### src/hw/rtl/oawm_pkg.sv
`default_nettype none

package oawm_pkg;

  localparam int NumSensors = 8;
  localparam int ProxW      = 12;
  localparam int SpeedW     = 16;
  localparam int BiasW      = 11;
  localparam int LimW       = 15;
  localparam int CfgIdxW    = 3;
  localparam int CfgDataW   = 16;
  localparam int SumW       = 15;
  localparam int AccW       = 22;
  localparam int MagW       = AccW - 1;
  localparam int QuoW       = 12;
  localparam int CutW       = SpeedW + ProxW + 1;
  localparam int CutShift   = 13;
  localparam int MixW       = SpeedW + 2;

  // x / 350 == (x * DivMul) >> DivShift for every x below 2^21
  localparam int           DivShift = 32;
  localparam int           DivMulW  = 24;
  localparam int           ProdW    = MagW + DivMulW;
  localparam logic [DivMulW-1:0] DivMul = 24'd12271336;

  localparam logic signed [7:0] WeightRight [NumSensors] =
    '{8'sd42, 8'sd59, 8'sd41, 8'sd49, 8'sd23, 8'sd57, 8'sd20, 8'sd42};
  localparam logic signed [7:0] WeightLeft [NumSensors] =
    '{-8'sd19, 8'sd23, 8'sd39, 8'sd56, 8'sd39, 8'sd41, 8'sd20, 8'sd2};

  typedef enum logic [CfgIdxW-1:0] {
    CfgLeftBias  = 3'd0,
    CfgRightBias = 3'd1,
    CfgMaxSpeed  = 3'd2,
    CfgCrowdThr  = 3'd3
  } cfg_idx_e;

  typedef struct packed {
    logic signed [BiasW-1:0] bias_l;
    logic signed [BiasW-1:0] bias_r;
    logic [LimW-1:0]         speed_lim;
    logic [LimW-1:0]         crowd_thr;
  } cfg_t;

  // input word as laid out on tdata, sensor 0 in the lowest bits
  typedef struct packed {
    logic signed [SpeedW-1:0]              base_right;
    logic signed [SpeedW-1:0]              base_left;
    logic [NumSensors-1:0][ProxW-1:0]      prox;
  } in_t;

  typedef struct packed {
    logic signed [AccW-1:0]   acc_l;
    logic signed [AccW-1:0]   acc_r;
    logic [ProxW-1:0]         max_prox;
    logic                     crowded;
    logic signed [SpeedW-1:0] base_l;
    logic signed [SpeedW-1:0] base_r;
  } s1_t;

  typedef struct packed {
    logic [QuoW-1:0]          quo_l;
    logic                     neg_l;
    logic [QuoW-1:0]          quo_r;
    logic                     neg_r;
    logic signed [CutW-1:0]   cut_l;
    logic signed [CutW-1:0]   cut_r;
    logic                     crowded;
    logic signed [SpeedW-1:0] base_l;
    logic signed [SpeedW-1:0] base_r;
  } s2_t;

  typedef struct packed {
    logic                     crowded;
    logic signed [SpeedW-1:0] right_speed;
    logic signed [SpeedW-1:0] left_speed;
  } out_t;

endpackage

`default_nettype wire

### src/hw/rtl/oawm_cfg.sv
`default_nettype none

module oawm_cfg (
  input  wire logic                           clk_i,
  input  wire logic                           rst_ni,
  input  wire logic                           wr_en_i,
  input  wire logic [oawm_pkg::CfgIdxW-1:0]   wr_idx_i,
  input  wire logic [oawm_pkg::CfgDataW-1:0]  wr_data_i,
  output oawm_pkg::cfg_t                      cfg_o
);
  import oawm_pkg::*;

  cfg_t cfg_q, cfg_d;

  always_comb begin
    cfg_d = cfg_q;
    if (wr_en_i) begin
      case (cfg_idx_e'(wr_idx_i))
        CfgLeftBias:  cfg_d.bias_l    = wr_data_i[BiasW-1:0];
        CfgRightBias: cfg_d.bias_r    = wr_data_i[BiasW-1:0];
        CfgMaxSpeed:  cfg_d.speed_lim = wr_data_i[LimW-1:0];
        CfgCrowdThr:  cfg_d.crowd_thr = wr_data_i[LimW-1:0];
        default:      cfg_d = cfg_q;
      endcase
    end
  end

  always_ff @(posedge clk_i or negedge rst_ni) begin
    if (!rst_ni) begin
      cfg_q.bias_l    <= 11'sd66;
      cfg_q.bias_r    <= 11'sd72;
      cfg_q.speed_lim <= 15'd800;
      cfg_q.crowd_thr <= 15'd2800;
    end else begin
      cfg_q <= cfg_d;
    end
  end

  assign cfg_o = cfg_q;

endmodule

`default_nettype wire

### src/hw/rtl/oawm_sense.sv
`default_nettype none

module oawm_sense (
  input  wire logic                      clk_i,
  input  wire logic                      en_i,
  input  wire oawm_pkg::in_t             in_i,
  input  wire logic [oawm_pkg::LimW-1:0] crowd_thr_i,
  output oawm_pkg::s1_t                  s1_o
);
  import oawm_pkg::*;

  s1_t s1_q, s1_d;

  always_comb begin
    logic signed [AccW-1:0] acc_l, acc_r, p;
    logic [SumW-1:0]        total;
    logic [ProxW-1:0]       maxr;
    acc_l = '0;
    acc_r = '0;
    total = '0;
    maxr  = '0;
    for (int i = 0; i < NumSensors; i++) begin
      p     = $signed({{(AccW-ProxW){1'b0}}, in_i.prox[i]});
      acc_r = acc_r + AccW'(WeightRight[i]) * p;
      acc_l = acc_l + AccW'(WeightLeft[i]) * p;
      total = total + SumW'(in_i.prox[i]);
      if (in_i.prox[i] > maxr) begin
        maxr = in_i.prox[i];
      end
    end
    s1_d.acc_l    = acc_l;
    s1_d.acc_r    = acc_r;
    s1_d.max_prox = maxr;
    s1_d.crowded  = total > crowd_thr_i;
    s1_d.base_l   = in_i.base_left;
    s1_d.base_r   = in_i.base_right;
  end

  always_ff @(posedge clk_i) begin
    if (en_i) begin
      s1_q <= s1_d;
    end
  end

  assign s1_o = s1_q;

endmodule

`default_nettype wire

### src/hw/rtl/oawm_divscale.sv
`default_nettype none

module oawm_divscale (
  input  wire logic          clk_i,
  input  wire logic          en_i,
  input  wire oawm_pkg::s1_t s1_i,
  output oawm_pkg::s2_t      s2_o
);
  import oawm_pkg::*;

  s2_t s2_q, s2_d;

  logic [MagW-1:0]  mag_l, mag_r;
  logic [ProdW-1:0] prod_l, prod_r;
  logic signed [CutW-1:0] prox_s;

  // divide magnitudes by 350 through the reciprocal, sign is put back later
  assign mag_l  = s1_i.acc_l[AccW-1] ? MagW'(-s1_i.acc_l) : s1_i.acc_l[MagW-1:0];
  assign mag_r  = s1_i.acc_r[AccW-1] ? MagW'(-s1_i.acc_r) : s1_i.acc_r[MagW-1:0];
  assign prod_l = ProdW'(mag_l) * ProdW'(DivMul);
  assign prod_r = ProdW'(mag_r) * ProdW'(DivMul);
  assign prox_s = $signed({{(CutW-ProxW){1'b0}}, s1_i.max_prox});

  always_comb begin
    s2_d.quo_l   = prod_l[DivShift +: QuoW];
    s2_d.neg_l   = s1_i.acc_l[AccW-1];
    s2_d.quo_r   = prod_r[DivShift +: QuoW];
    s2_d.neg_r   = s1_i.acc_r[AccW-1];
    s2_d.cut_l   = CutW'(s1_i.base_l) * prox_s;
    s2_d.cut_r   = CutW'(s1_i.base_r) * prox_s;
    s2_d.crowded = s1_i.crowded;
    s2_d.base_l  = s1_i.base_l;
    s2_d.base_r  = s1_i.base_r;
  end

  always_ff @(posedge clk_i) begin
    if (en_i) begin
      s2_q <= s2_d;
    end
  end

  assign s2_o = s2_q;

endmodule

`default_nettype wire

### src/hw/rtl/oawm_mix.sv
`default_nettype none

module oawm_mix (
  input  wire logic           clk_i,
  input  wire logic           en_i,
  input  wire oawm_pkg::s2_t  s2_i,
  input  wire oawm_pkg::cfg_t cfg_i,
  output oawm_pkg::out_t      out_o
);
  import oawm_pkg::*;

  out_t out_q, out_d;

  function automatic logic signed [SpeedW-1:0] mix_wheel(
    input logic signed [SpeedW-1:0] base,
    input logic signed [CutW-1:0]   prod,
    input logic                     crowded,
    input logic [QuoW-1:0]          quo,
    input logic                     neg,
    input logic signed [BiasW-1:0]  bias,
    input logic [LimW-1:0]          lim
  );
    logic signed [CutW-1:0]   rnd;
    logic signed [SpeedW-1:0] cut;
    logic signed [MixW-1:0]   term, sum, hi;
    // shift toward zero: bias negative products before the arithmetic shift
    rnd  = prod + (prod[CutW-1] ? CutW'((1 << CutShift) - 1) : CutW'(0));
    cut  = crowded ? rnd[CutShift +: SpeedW] : '0;
    term = $signed({{(MixW-QuoW){1'b0}}, quo});
    term = neg ? -term : term;
    term = term + MixW'(bias);
    sum  = MixW'(base) - MixW'(cut) + term;
    hi   = $signed({{(MixW-LimW){1'b0}}, lim});
    if (sum > hi) begin
      sum = hi;
    end else if (sum < -hi) begin
      sum = -hi;
    end
    return sum[SpeedW-1:0];
  endfunction

  always_comb begin
    out_d.left_speed  = mix_wheel(s2_i.base_l, s2_i.cut_l, s2_i.crowded, s2_i.quo_l,
                                  s2_i.neg_l, cfg_i.bias_l, cfg_i.speed_lim);
    out_d.right_speed = mix_wheel(s2_i.base_r, s2_i.cut_r, s2_i.crowded, s2_i.quo_r,
                                  s2_i.neg_r, cfg_i.bias_r, cfg_i.speed_lim);
    out_d.crowded     = s2_i.crowded;
  end

  always_ff @(posedge clk_i) begin
    if (en_i) begin
      out_q <= out_d;
    end
  end

  assign out_o = out_q;

endmodule

`default_nettype wire

### src/hw/rtl/obstacle_avoid_wheel_mix_top.sv
// channel   dir  handshake                     payload
// s_axis    in   s_axis_tvalid/s_axis_tready   tdata: prox_0..prox_7, base_left, base_right
// m_axis    out  m_axis_tvalid/m_axis_tready   tdata: left_speed, right_speed; tuser: crowded
// cfg       in   cfg_valid_i/cfg_ready_o       cfg_index_i, cfg_data_i
//
// three register stages: sensor sums, reciprocal and scale multiplies, mix and clamp
// one word accepted per cycle when the output is drained
// the middle stage holds the two reciprocal and the two scale multiplies, the first only
// constant weights
// reset loads the default register values and empties the pipeline; no clearing pass
// a stall on m_axis backs up stage by stage; s_axis_tready drops only with all stages full
`default_nettype none

module obstacle_avoid_wheel_mix_top (
  input  wire logic                            clk_i,
  input  wire logic                            rst_ni,
  input  wire logic                            s_axis_tvalid,
  output wire logic                            s_axis_tready,
  // prox_0..prox_7 (12 bits each), base_left, base_right
  input  wire logic [127:0]                    s_axis_tdata,
  output wire logic                            m_axis_tvalid,
  input  wire logic                            m_axis_tready,
  // left_speed, right_speed
  output wire logic [31:0]                     m_axis_tdata,
  // crowded
  output wire logic [0:0]                      m_axis_tuser,
  input  wire logic                            cfg_valid_i,
  output wire logic                            cfg_ready_o,
  input  wire logic [oawm_pkg::CfgIdxW-1:0]    cfg_index_i,
  input  wire logic [oawm_pkg::CfgDataW-1:0]   cfg_data_i
);
  import oawm_pkg::*;

  cfg_t cfg;
  s1_t  s1;
  s2_t  s2;
  out_t res;
  in_t  in_word;

  logic v1_q, v2_q, v3_q;
  logic v1_d, v2_d, v3_d;
  logic adv1, adv2, adv3;

  assign adv3 = !v3_q || m_axis_tready;
  assign adv2 = !v2_q || adv3;
  assign adv1 = !v1_q || adv2;

  assign v1_d = adv1 ? s_axis_tvalid : v1_q;
  assign v2_d = adv2 ? v1_q : v2_q;
  assign v3_d = adv3 ? v2_q : v3_q;

  always_ff @(posedge clk_i or negedge rst_ni) begin
    if (!rst_ni) begin
      v1_q <= 1'b0;
      v2_q <= 1'b0;
      v3_q <= 1'b0;
    end else begin
      v1_q <= v1_d;
      v2_q <= v2_d;
      v3_q <= v3_d;
    end
  end

  assign in_word = s_axis_tdata;

  oawm_cfg u_cfg (
    .clk_i     (clk_i),
    .rst_ni    (rst_ni),
    .wr_en_i   (cfg_valid_i),
    .wr_idx_i  (cfg_index_i),
    .wr_data_i (cfg_data_i),
    .cfg_o     (cfg)
  );

  oawm_sense u_sense (
    .clk_i       (clk_i),
    .en_i        (adv1),
    .in_i        (in_word),
    .crowd_thr_i (cfg.crowd_thr),
    .s1_o        (s1)
  );

  oawm_divscale u_divscale (
    .clk_i (clk_i),
    .en_i  (adv2),
    .s1_i  (s1),
    .s2_o  (s2)
  );

  oawm_mix u_mix (
    .clk_i (clk_i),
    .en_i  (adv3),
    .s2_i  (s2),
    .cfg_i (cfg),
    .out_o (res)
  );

  assign s_axis_tready = adv1;
  assign m_axis_tvalid = v3_q;
  assign m_axis_tdata  = {res.right_speed, res.left_speed};
  assign m_axis_tuser  = res.crowded;
  assign cfg_ready_o   = 1'b1;

  logic signed [SpeedW:0] lim_s;
  assign lim_s = $signed({2'b00, cfg.speed_lim});

  // input stalls only when every stage holds a word and the output is blocked
  assert property (@(posedge clk_i) disable iff (!rst_ni)
    !s_axis_tready |-> (v1_q && v2_q && v3_q && !m_axis_tready))
    else $error("input stalled with room in the pipeline");

  // a word in stage two moves to the output register when it is free
  assert property (@(posedge clk_i) disable iff (!rst_ni)
    (v2_q && adv3) |=> m_axis_tvalid)
    else $error("word lost between stage two and output");

  // loaded speeds respect the clamp limit in force when they were formed
  assert property (@(posedge clk_i) disable iff (!rst_ni)
    (v2_q && adv3) |=>
      (($signed({m_axis_tdata[15], m_axis_tdata[15:0]}) <= $past(lim_s)) &&
       ($signed({m_axis_tdata[15], m_axis_tdata[15:0]}) >= -$past(lim_s)) &&
       ($signed({m_axis_tdata[31], m_axis_tdata[31:16]}) <= $past(lim_s)) &&
       ($signed({m_axis_tdata[31], m_axis_tdata[31:16]}) >= -$past(lim_s))))
    else $error("wheel speed outside clamp limit");

  // a word in stage one is never dropped while stage two advances
  assert property (@(posedge clk_i) disable iff (!rst_ni)
    (v1_q && adv2) |=> v2_q)
    else $error("word lost between stage one and stage two");

endmodule

`default_nettype wire

### config.mk
export PLATFORM = sky130hd
export DESIGN_NAME = obstacle_avoid_wheel_mix_top
export DESIGN_NICKNAME = d
export VERILOG_FILES = /design/src/hw/rtl/oawm_pkg.sv /design/src/hw/rtl/oawm_cfg.sv /design/src/hw/rtl/oawm_sense.sv /design/src/hw/rtl/oawm_divscale.sv /design/src/hw/rtl/oawm_mix.sv /design/src/hw/rtl/obstacle_avoid_wheel_mix_top.sv
export SDC_FILE = /design/constraint.sdc
export NUM_CORES = 2
export LEC_CHECK = 0
export BUFFER_PORTS_ARGS = -buffer_cell sky130_fd_sc_hd__buf_4
export CORE_MARGIN = 4
export CORE_UTILIZATION = 60
export DETAILED_ROUTE_END_ITERATION = 8
export HOLD_SLACK_MARGIN = 0.15
export PLACE_DENSITY = 0.8
export RECOVER_POWER = 100
export SYNTH_ARGS = -nofsm -noshare
export SYNTH_HDL_FRONTEND = slang
export SYNTH_SLANG_ARGS = --single-unit
### constraint.sdc
create_clock -name clk_i -period 9.4 [get_ports clk_i]
set_input_delay 1.41 -clock clk_i [delete_from_list [all_inputs] [get_ports clk_i]]
set_output_delay 1.41 -clock clk_i [all_outputs]
set_load 0.05 [all_outputs]
=== Word-level counts from Yosys, hierarchy flattened ===
Index checks and enable logic that the tools add are counted.

* Register bits after elaboration: 294
* Latch bits: 0
* Bits in writable memories: 0
* Bits in read-only memories: 0
* Input bits: 152
* Output and inout port bits: 36
* Logic and storage cells: 126
* Memories kept: 0

* Add/sub/neg operators: 34
* Multipliers: 18
* Divide/modulo/power cells: 0
* $lt $le $gt $ge: 13
* Eq/ne operators: 3
* Shift-type cells: 0
* Multiplexer cells: 20
* Bitwise gates (word level): 0
* Reductions and logical operators: 11

{| class="wikitable"
|+ Operators with widths
! cell !! number
|-
| 22-bit adder || 13
|-
| 6-bit by 12-bit multiplier with 18-bit output (first input constant) || 7
|-
| 12-bit 2-to-1 mux || 8
|-
| 15-bit by 12-bit adder with 15-bit output || 6
|-
| 12-bit greater-than comparator || 7
|-
| 21-bit by 21-bit multiplier with 41-bit output (second input constant) || 2
|-
| 5-bit by 12-bit multiplier with 17-bit output (first input constant) || 4
|-
| 16-bit 2-to-1 mux || 4
|-
| 29-bit adder || 2
|-
| 16-bit by 13-bit multiplier with 29-bit output || 2
|-
| 21-bit 2-to-1 mux || 2
|-
| 21-bit negation || 2
|-
| 17-bit by 18-bit adder with 18-bit output || 2
|-
| 18-bit by 11-bit adder with 18-bit output || 2
|-
| 18-bit by 16-bit greater-than comparator with 1-bit output || 2
|-
| 18-bit less-than comparator || 2
|-
| 18-bit 2-to-1 mux || 2
|-
| 12-bit negation with 18-bit output || 2
|-
| 16-bit by 16-bit subtractor with 17-bit output || 2
|-
| 3-bit by 12-bit multiplier with 15-bit output (first input constant) || 2
|-
| 15-bit 2-to-1 mux || 2
|-
| 13-bit 2-to-1 mux || 2
|-
| 22-bit by 14-bit adder with 22-bit output || 1
|-
| 6-bit by 13-bit multiplier with 19-bit output (first input constant) || 1
|-
| other kinds (10) || 18
|}

=== Longest topological paths before layout ===
* Depth after elaboration: 16
* Depth in mapped cells: 81
* Depth with buffers taken out: 72

=== By module ===
Synthesis repeated with hierarchy kept, for this count alone.

* Cells, all modules: 7604
* Area total of the unflattened synthesis: 75771.4 um2

{| class="wikitable"
|+ By module, submodules not included
! module !! instances !! cells an instance !! area each (um2)
|-
| oawm_divscale || 1 || 3555 || 35898.2
|-
| oawm_sense || 1 || 2957 || 29310.6
|-
| oawm_mix || 1 || 967 || 8384.3
|-
| oawm_cfg || 1 || 113 || 2040.7
|-
| obstacle_avoid_wheel_mix_top || 1 || 12 || 137.6
|}

=== Least setup slack after synthesis ===
No wires, ideal clock.

* Path kind: input port to flip-flop
* From: input port s_axis_tdata[2]
* To: register u_sense.s1_q, in the netlist u_sense.s1_o[36], data pin
* Setup time: 0.274 ns
* Data arrival time: 14.927 ns
* Required time: 9.126 ns
* Path slack: -5.802 ns
* Stages on the path: 77
* Path through: inv_1 -> ha_1 -> nor4b_1 -> nand3_1 -> nand2_1 -> ha_1 -> a21oi_1 -> a211o_1 -> a31oi_1 -> clkbuf_1 -> a21oi_1 -> ha_1 -> and2_1 -> a221o_1 -> nand2_1 -> a31o_1 -> buf_2 -> clkbuf_1 -> [... 41 more ...] -> a21o_1 -> a21oi_1 -> nor2b_1 -> o21ai_0 -> nand2b_1 -> a21o_1 -> a21o_1 -> o21ai_2 -> buf_6 -> mux2i_1 -> ha_1 -> a21o_1 -> a21o_1 -> a21oi_1 -> o21ai_0 -> o21ai_1 -> clkbuf_1 -> mux2i_1

{| class="wikitable"
|+ RTL lines
! item !! RTL line !! text
|-
| start, declared || obstacle_avoid_wheel_mix_top.sv:20 || <nowiki>input wire logic [127:0] s_axis_tdata,</nowiki>
|-
| end signal, assigned || oawm_sense.sv:41 || <nowiki>s1_q <= s1_d;</nowiki>
|-
| end, declared || oawm_sense.sv:12 || <nowiki>s1_t s1_q, s1_d;</nowiki>
|}

==> flow_metrics.env <==
export IMPL_grt_pass1_wl_um=333000
export IMPL_layout_common_cells="inv_1 (1963), fa_1 (1315), ha_1 (1220)"
export IMPL_grt_overflow=0
export IMPL_syn_nets=10097
export IMPL_busiest_layer="met2"
export IMPL_clock_sinks=292
export IMPL_endpoint_kind="register"
export IMPL_path_clk_slew_ns=0.06
export IMPL_setup_slack_ns=-4.31
export IMPL_core_mm2=0.122
export IMPL_fmax_mhz=72.9
export IMPL_yosys_area_share_adder=0.571
export IMPL_synth_simple_gate_area_frac=0.0701
export IMPL_die_y_um=359
export IMPL_finClkSkew_ns=0.0337
export IMPL_synth_top_area_cell="fa_1"
export IMPL_timing_final_crit_period_ns=13.71
export IMPL_status="finished, violations left"
export IMPL_port_buffers=185
export IMPL_met3_usage=0.0635
export IMPL_clockBufferDepth=3
export IMPL_synthArstFlopShare=0.188
export IMPL_htree_levels=2
export IMPL_routed_via_count=53586
export IMPL_synth_cells=7372
export IMPL_holdBufCountCts=0
export IMPL_start_util=0.605
export IMPL_met1_usage=0.437
export IMPL_mostFrequentLayoutCell="inv_1"
export IMPL_grt_pass1_vias=58032
export IMPL_yosys_warnings=0
export IMPL_violations="max-capacitance violations, max-slew violations, negative setup slack"
export IMPL_drt_total_wl_um=216000
export IMPL_die_w_um=359
export IMPL_synth_edf_count=237
export IMPL_synth_compound_area_frac=0.0759
export IMPL_avgSynthCellArea_um2=10.0
export IMPL_required_ns=9.78
export IMPL_ys_seq_area_frac=0.115
export IMPL_fp_row_count=128
export IMPL_path_class="in -> reg"
export IMPL_slew_viol_final=336
export IMPL_root_buffer="clkbuf_16"
export IMPL_cts_tree="done"
export IMPL_hpwl_um=186000
export IMPL_use_met2=0.573
export IMPL_ios=188
export IMPL_vias_per_cell=5.58
export IMPL_ant_nets=0
export IMPL_fin_nets=10677
export IMPL_synth_xor_area_frac=0.0465
export IMPL_dieArea_mm2=0.129
export IMPL_critPathArrivalTime_ns=14.09
export IMPL_worst_path_max_delay_cell="or4_4"
export IMPL_cap_violations=7
export IMPL_max_stage_delay_ns=0.50
export IMPL_drtIter0Drc=3677
export IMPL_place_congestion=1.05
export IMPL_postLayoutCoreUtil=0.679
export IMPL_maxSlewHeadroom=-1.55
export IMPL_rsz0062_at_grt="true"
export IMPL_post_route_period_util=1.46
export IMPL_synth_seq_cells=292
export IMPL_synth_main_ff_cell="edfxtp_1"
export IMPL_cp_start_kind="primary input"
export IMPL_crit_fanout=7
export IMPL_synth_cell_area_mm2=0.0738
export IMPL_clock_latency_ns=0.58
export IMPL_yosys_top_cells_area="fa_1 (36%), ha_1 (21%), inv_1 (10%)"
export IMPL_setup_violations=22
export IMPL_hp_class="reg -> reg"
export IMPL_grtUsageTotal=0.342
export IMPL_wl_per_cell_um=22.4
export IMPL_synth_cell_type_count=81
export IMPL_syn_to_final_growth_pct=12.2
export IMPL_grt_max_degree=62
export IMPL_drive_above_1_share=0.116
export IMPL_synth_area_mux_share=0.0145
export IMPL_drt_pass1_iterations=6
export IMPL_route_detailed_drc=0
export IMPL_synth_top_family_by_area="adder cells"
export IMPL_cts_inserted_buffers=34
export IMPL_antenna_found_initial=17
export IMPL_synth_top_area_share=0.360
export IMPL_tightestPinTransition_ns=3.83
export IMPL_hold_viol_final=0
export IMPL_dp_slack_ns=-5.30
-- path summary, 6_finish.rpt --
kind / from / cells past startpoint / end / slack, ns
min in group asynchronous: rst_ni / 1 / u_cfg.cfg_o[28] / 1.95
worst min register to register: u_sense.s1_o[32] / 0 / u_divscale.s2_o[32] / 0.42
max in group asynchronous: rst_ni / 1 / u_cfg.cfg_o[37] / 5.51
worst min-delay path: u_sense.s1_o[32] / 0 / u_divscale.s2_o[32] / 0.42
worst max-delay path: s_axis_tdata[3] / 73 / u_sense.s1_o[42] / -4.31
worst max register to register: u_sense.s1_o[71] / 31 / u_divscale.s2_o[114] / -0.40
-- flip-flops by register name, indices dropped and copies added (netlist names) --
name,cells
u_sense.s1_o,88
u_cfg.cfg_o,52
u_mix.out_o,33
m_axis_tvalid,1
v1_q,1
u_divscale.s2_o,116
v2_q,1
-- through the flow --
stage	instances	hold WS [ns]	setup TNS [ns]	instance area (um2)
after global placement	9476	0.419	-62.71	80200
after global routing	9602	0.427	-67.15	82800
final	9611	0.419	-52.99	82800
after floorplan	7372	0.400	-49.42	74200
after CTS	9568	0.421	-48.12	82200
after detailed placement	9476	0.407	-65.73	80200
-- cells by family after synthesis --
family	count (synthesis)
adder cells (fa/ha/maj)	2574
buffers and inverters	2086
AND/OR/NAND/NOR	1015
AO/OA/AOI/OAI	910
XOR/XNOR	392
flip-flops	292
multiplexers	102
other	1
-- cell type report --
cell class / instances / area, um2
Fill cell: 9331 / 39200
Sequential cell: 292 / 8510
Tap cell: 1625 / 2030
Timing Repair Buffer: 652 / 4900
Multi-Input combinational cell: 4994 / 58800
Inverter: 1978 / 7450
Clock buffer: 39 / 912
Antenna cell: 9 / 22.5
Clock inverter: 22 / 239
-- repair_timing --
item                       CTS  global route
pin swaps                   33            82
resized for setup           96           161
buffers inserted            27            34
gates cloned                 5             1
setup endpoints to repair   39            54
-- synthesized netlist by cell type, types with 41 or more instances --
| master | count |
|---|---|
| nand2_1 | 296 |
| edfxtp_1 | 237 |
| clkbuf_1 | 99 |
| mux2_2 | 41 |
| nor3_1 | 49 |
| and2_1 | 256 |
| nor2_1 | 159 |
| nor2b_1 | 48 |
| a21o_1 | 109 |
| mux2i_1 | 60 |
| nand2b_1 | 53 |
| xnor2_1 | 287 |
| dfrtp_1 | 42 |
| a21oi_1 | 341 |
| ha_1 | 1247 |
| fa_1 | 1326 |
| o21ai_0 | 191 |
| o21bai_1 | 92 |
| xor2_1 | 105 |
| inv_1 | 1976 |
-- critical path: cells and delay by family --
| kind | cells | cell delay, ns |
|---|---|---|
| simple gates | 20 | 3.26 |
| fa+ha+maj | 8 | 1.76 |
| mux | 4 | 0.99 |
| buf+inv | 14 | 1.76 |
| compound gates | 27 | 4.86 |
-- metal layers --
layer  vias up  part of all wire
met3       496             0.073
met5         -           0.00045
met2      1956              0.47
met1     26868              0.39
met4        12             0.057
li1      24254                 -
Power is left out: the tool's default activity adds up to more than one toggle a clock period on the data nets, which glitch-free logic cannot reach.
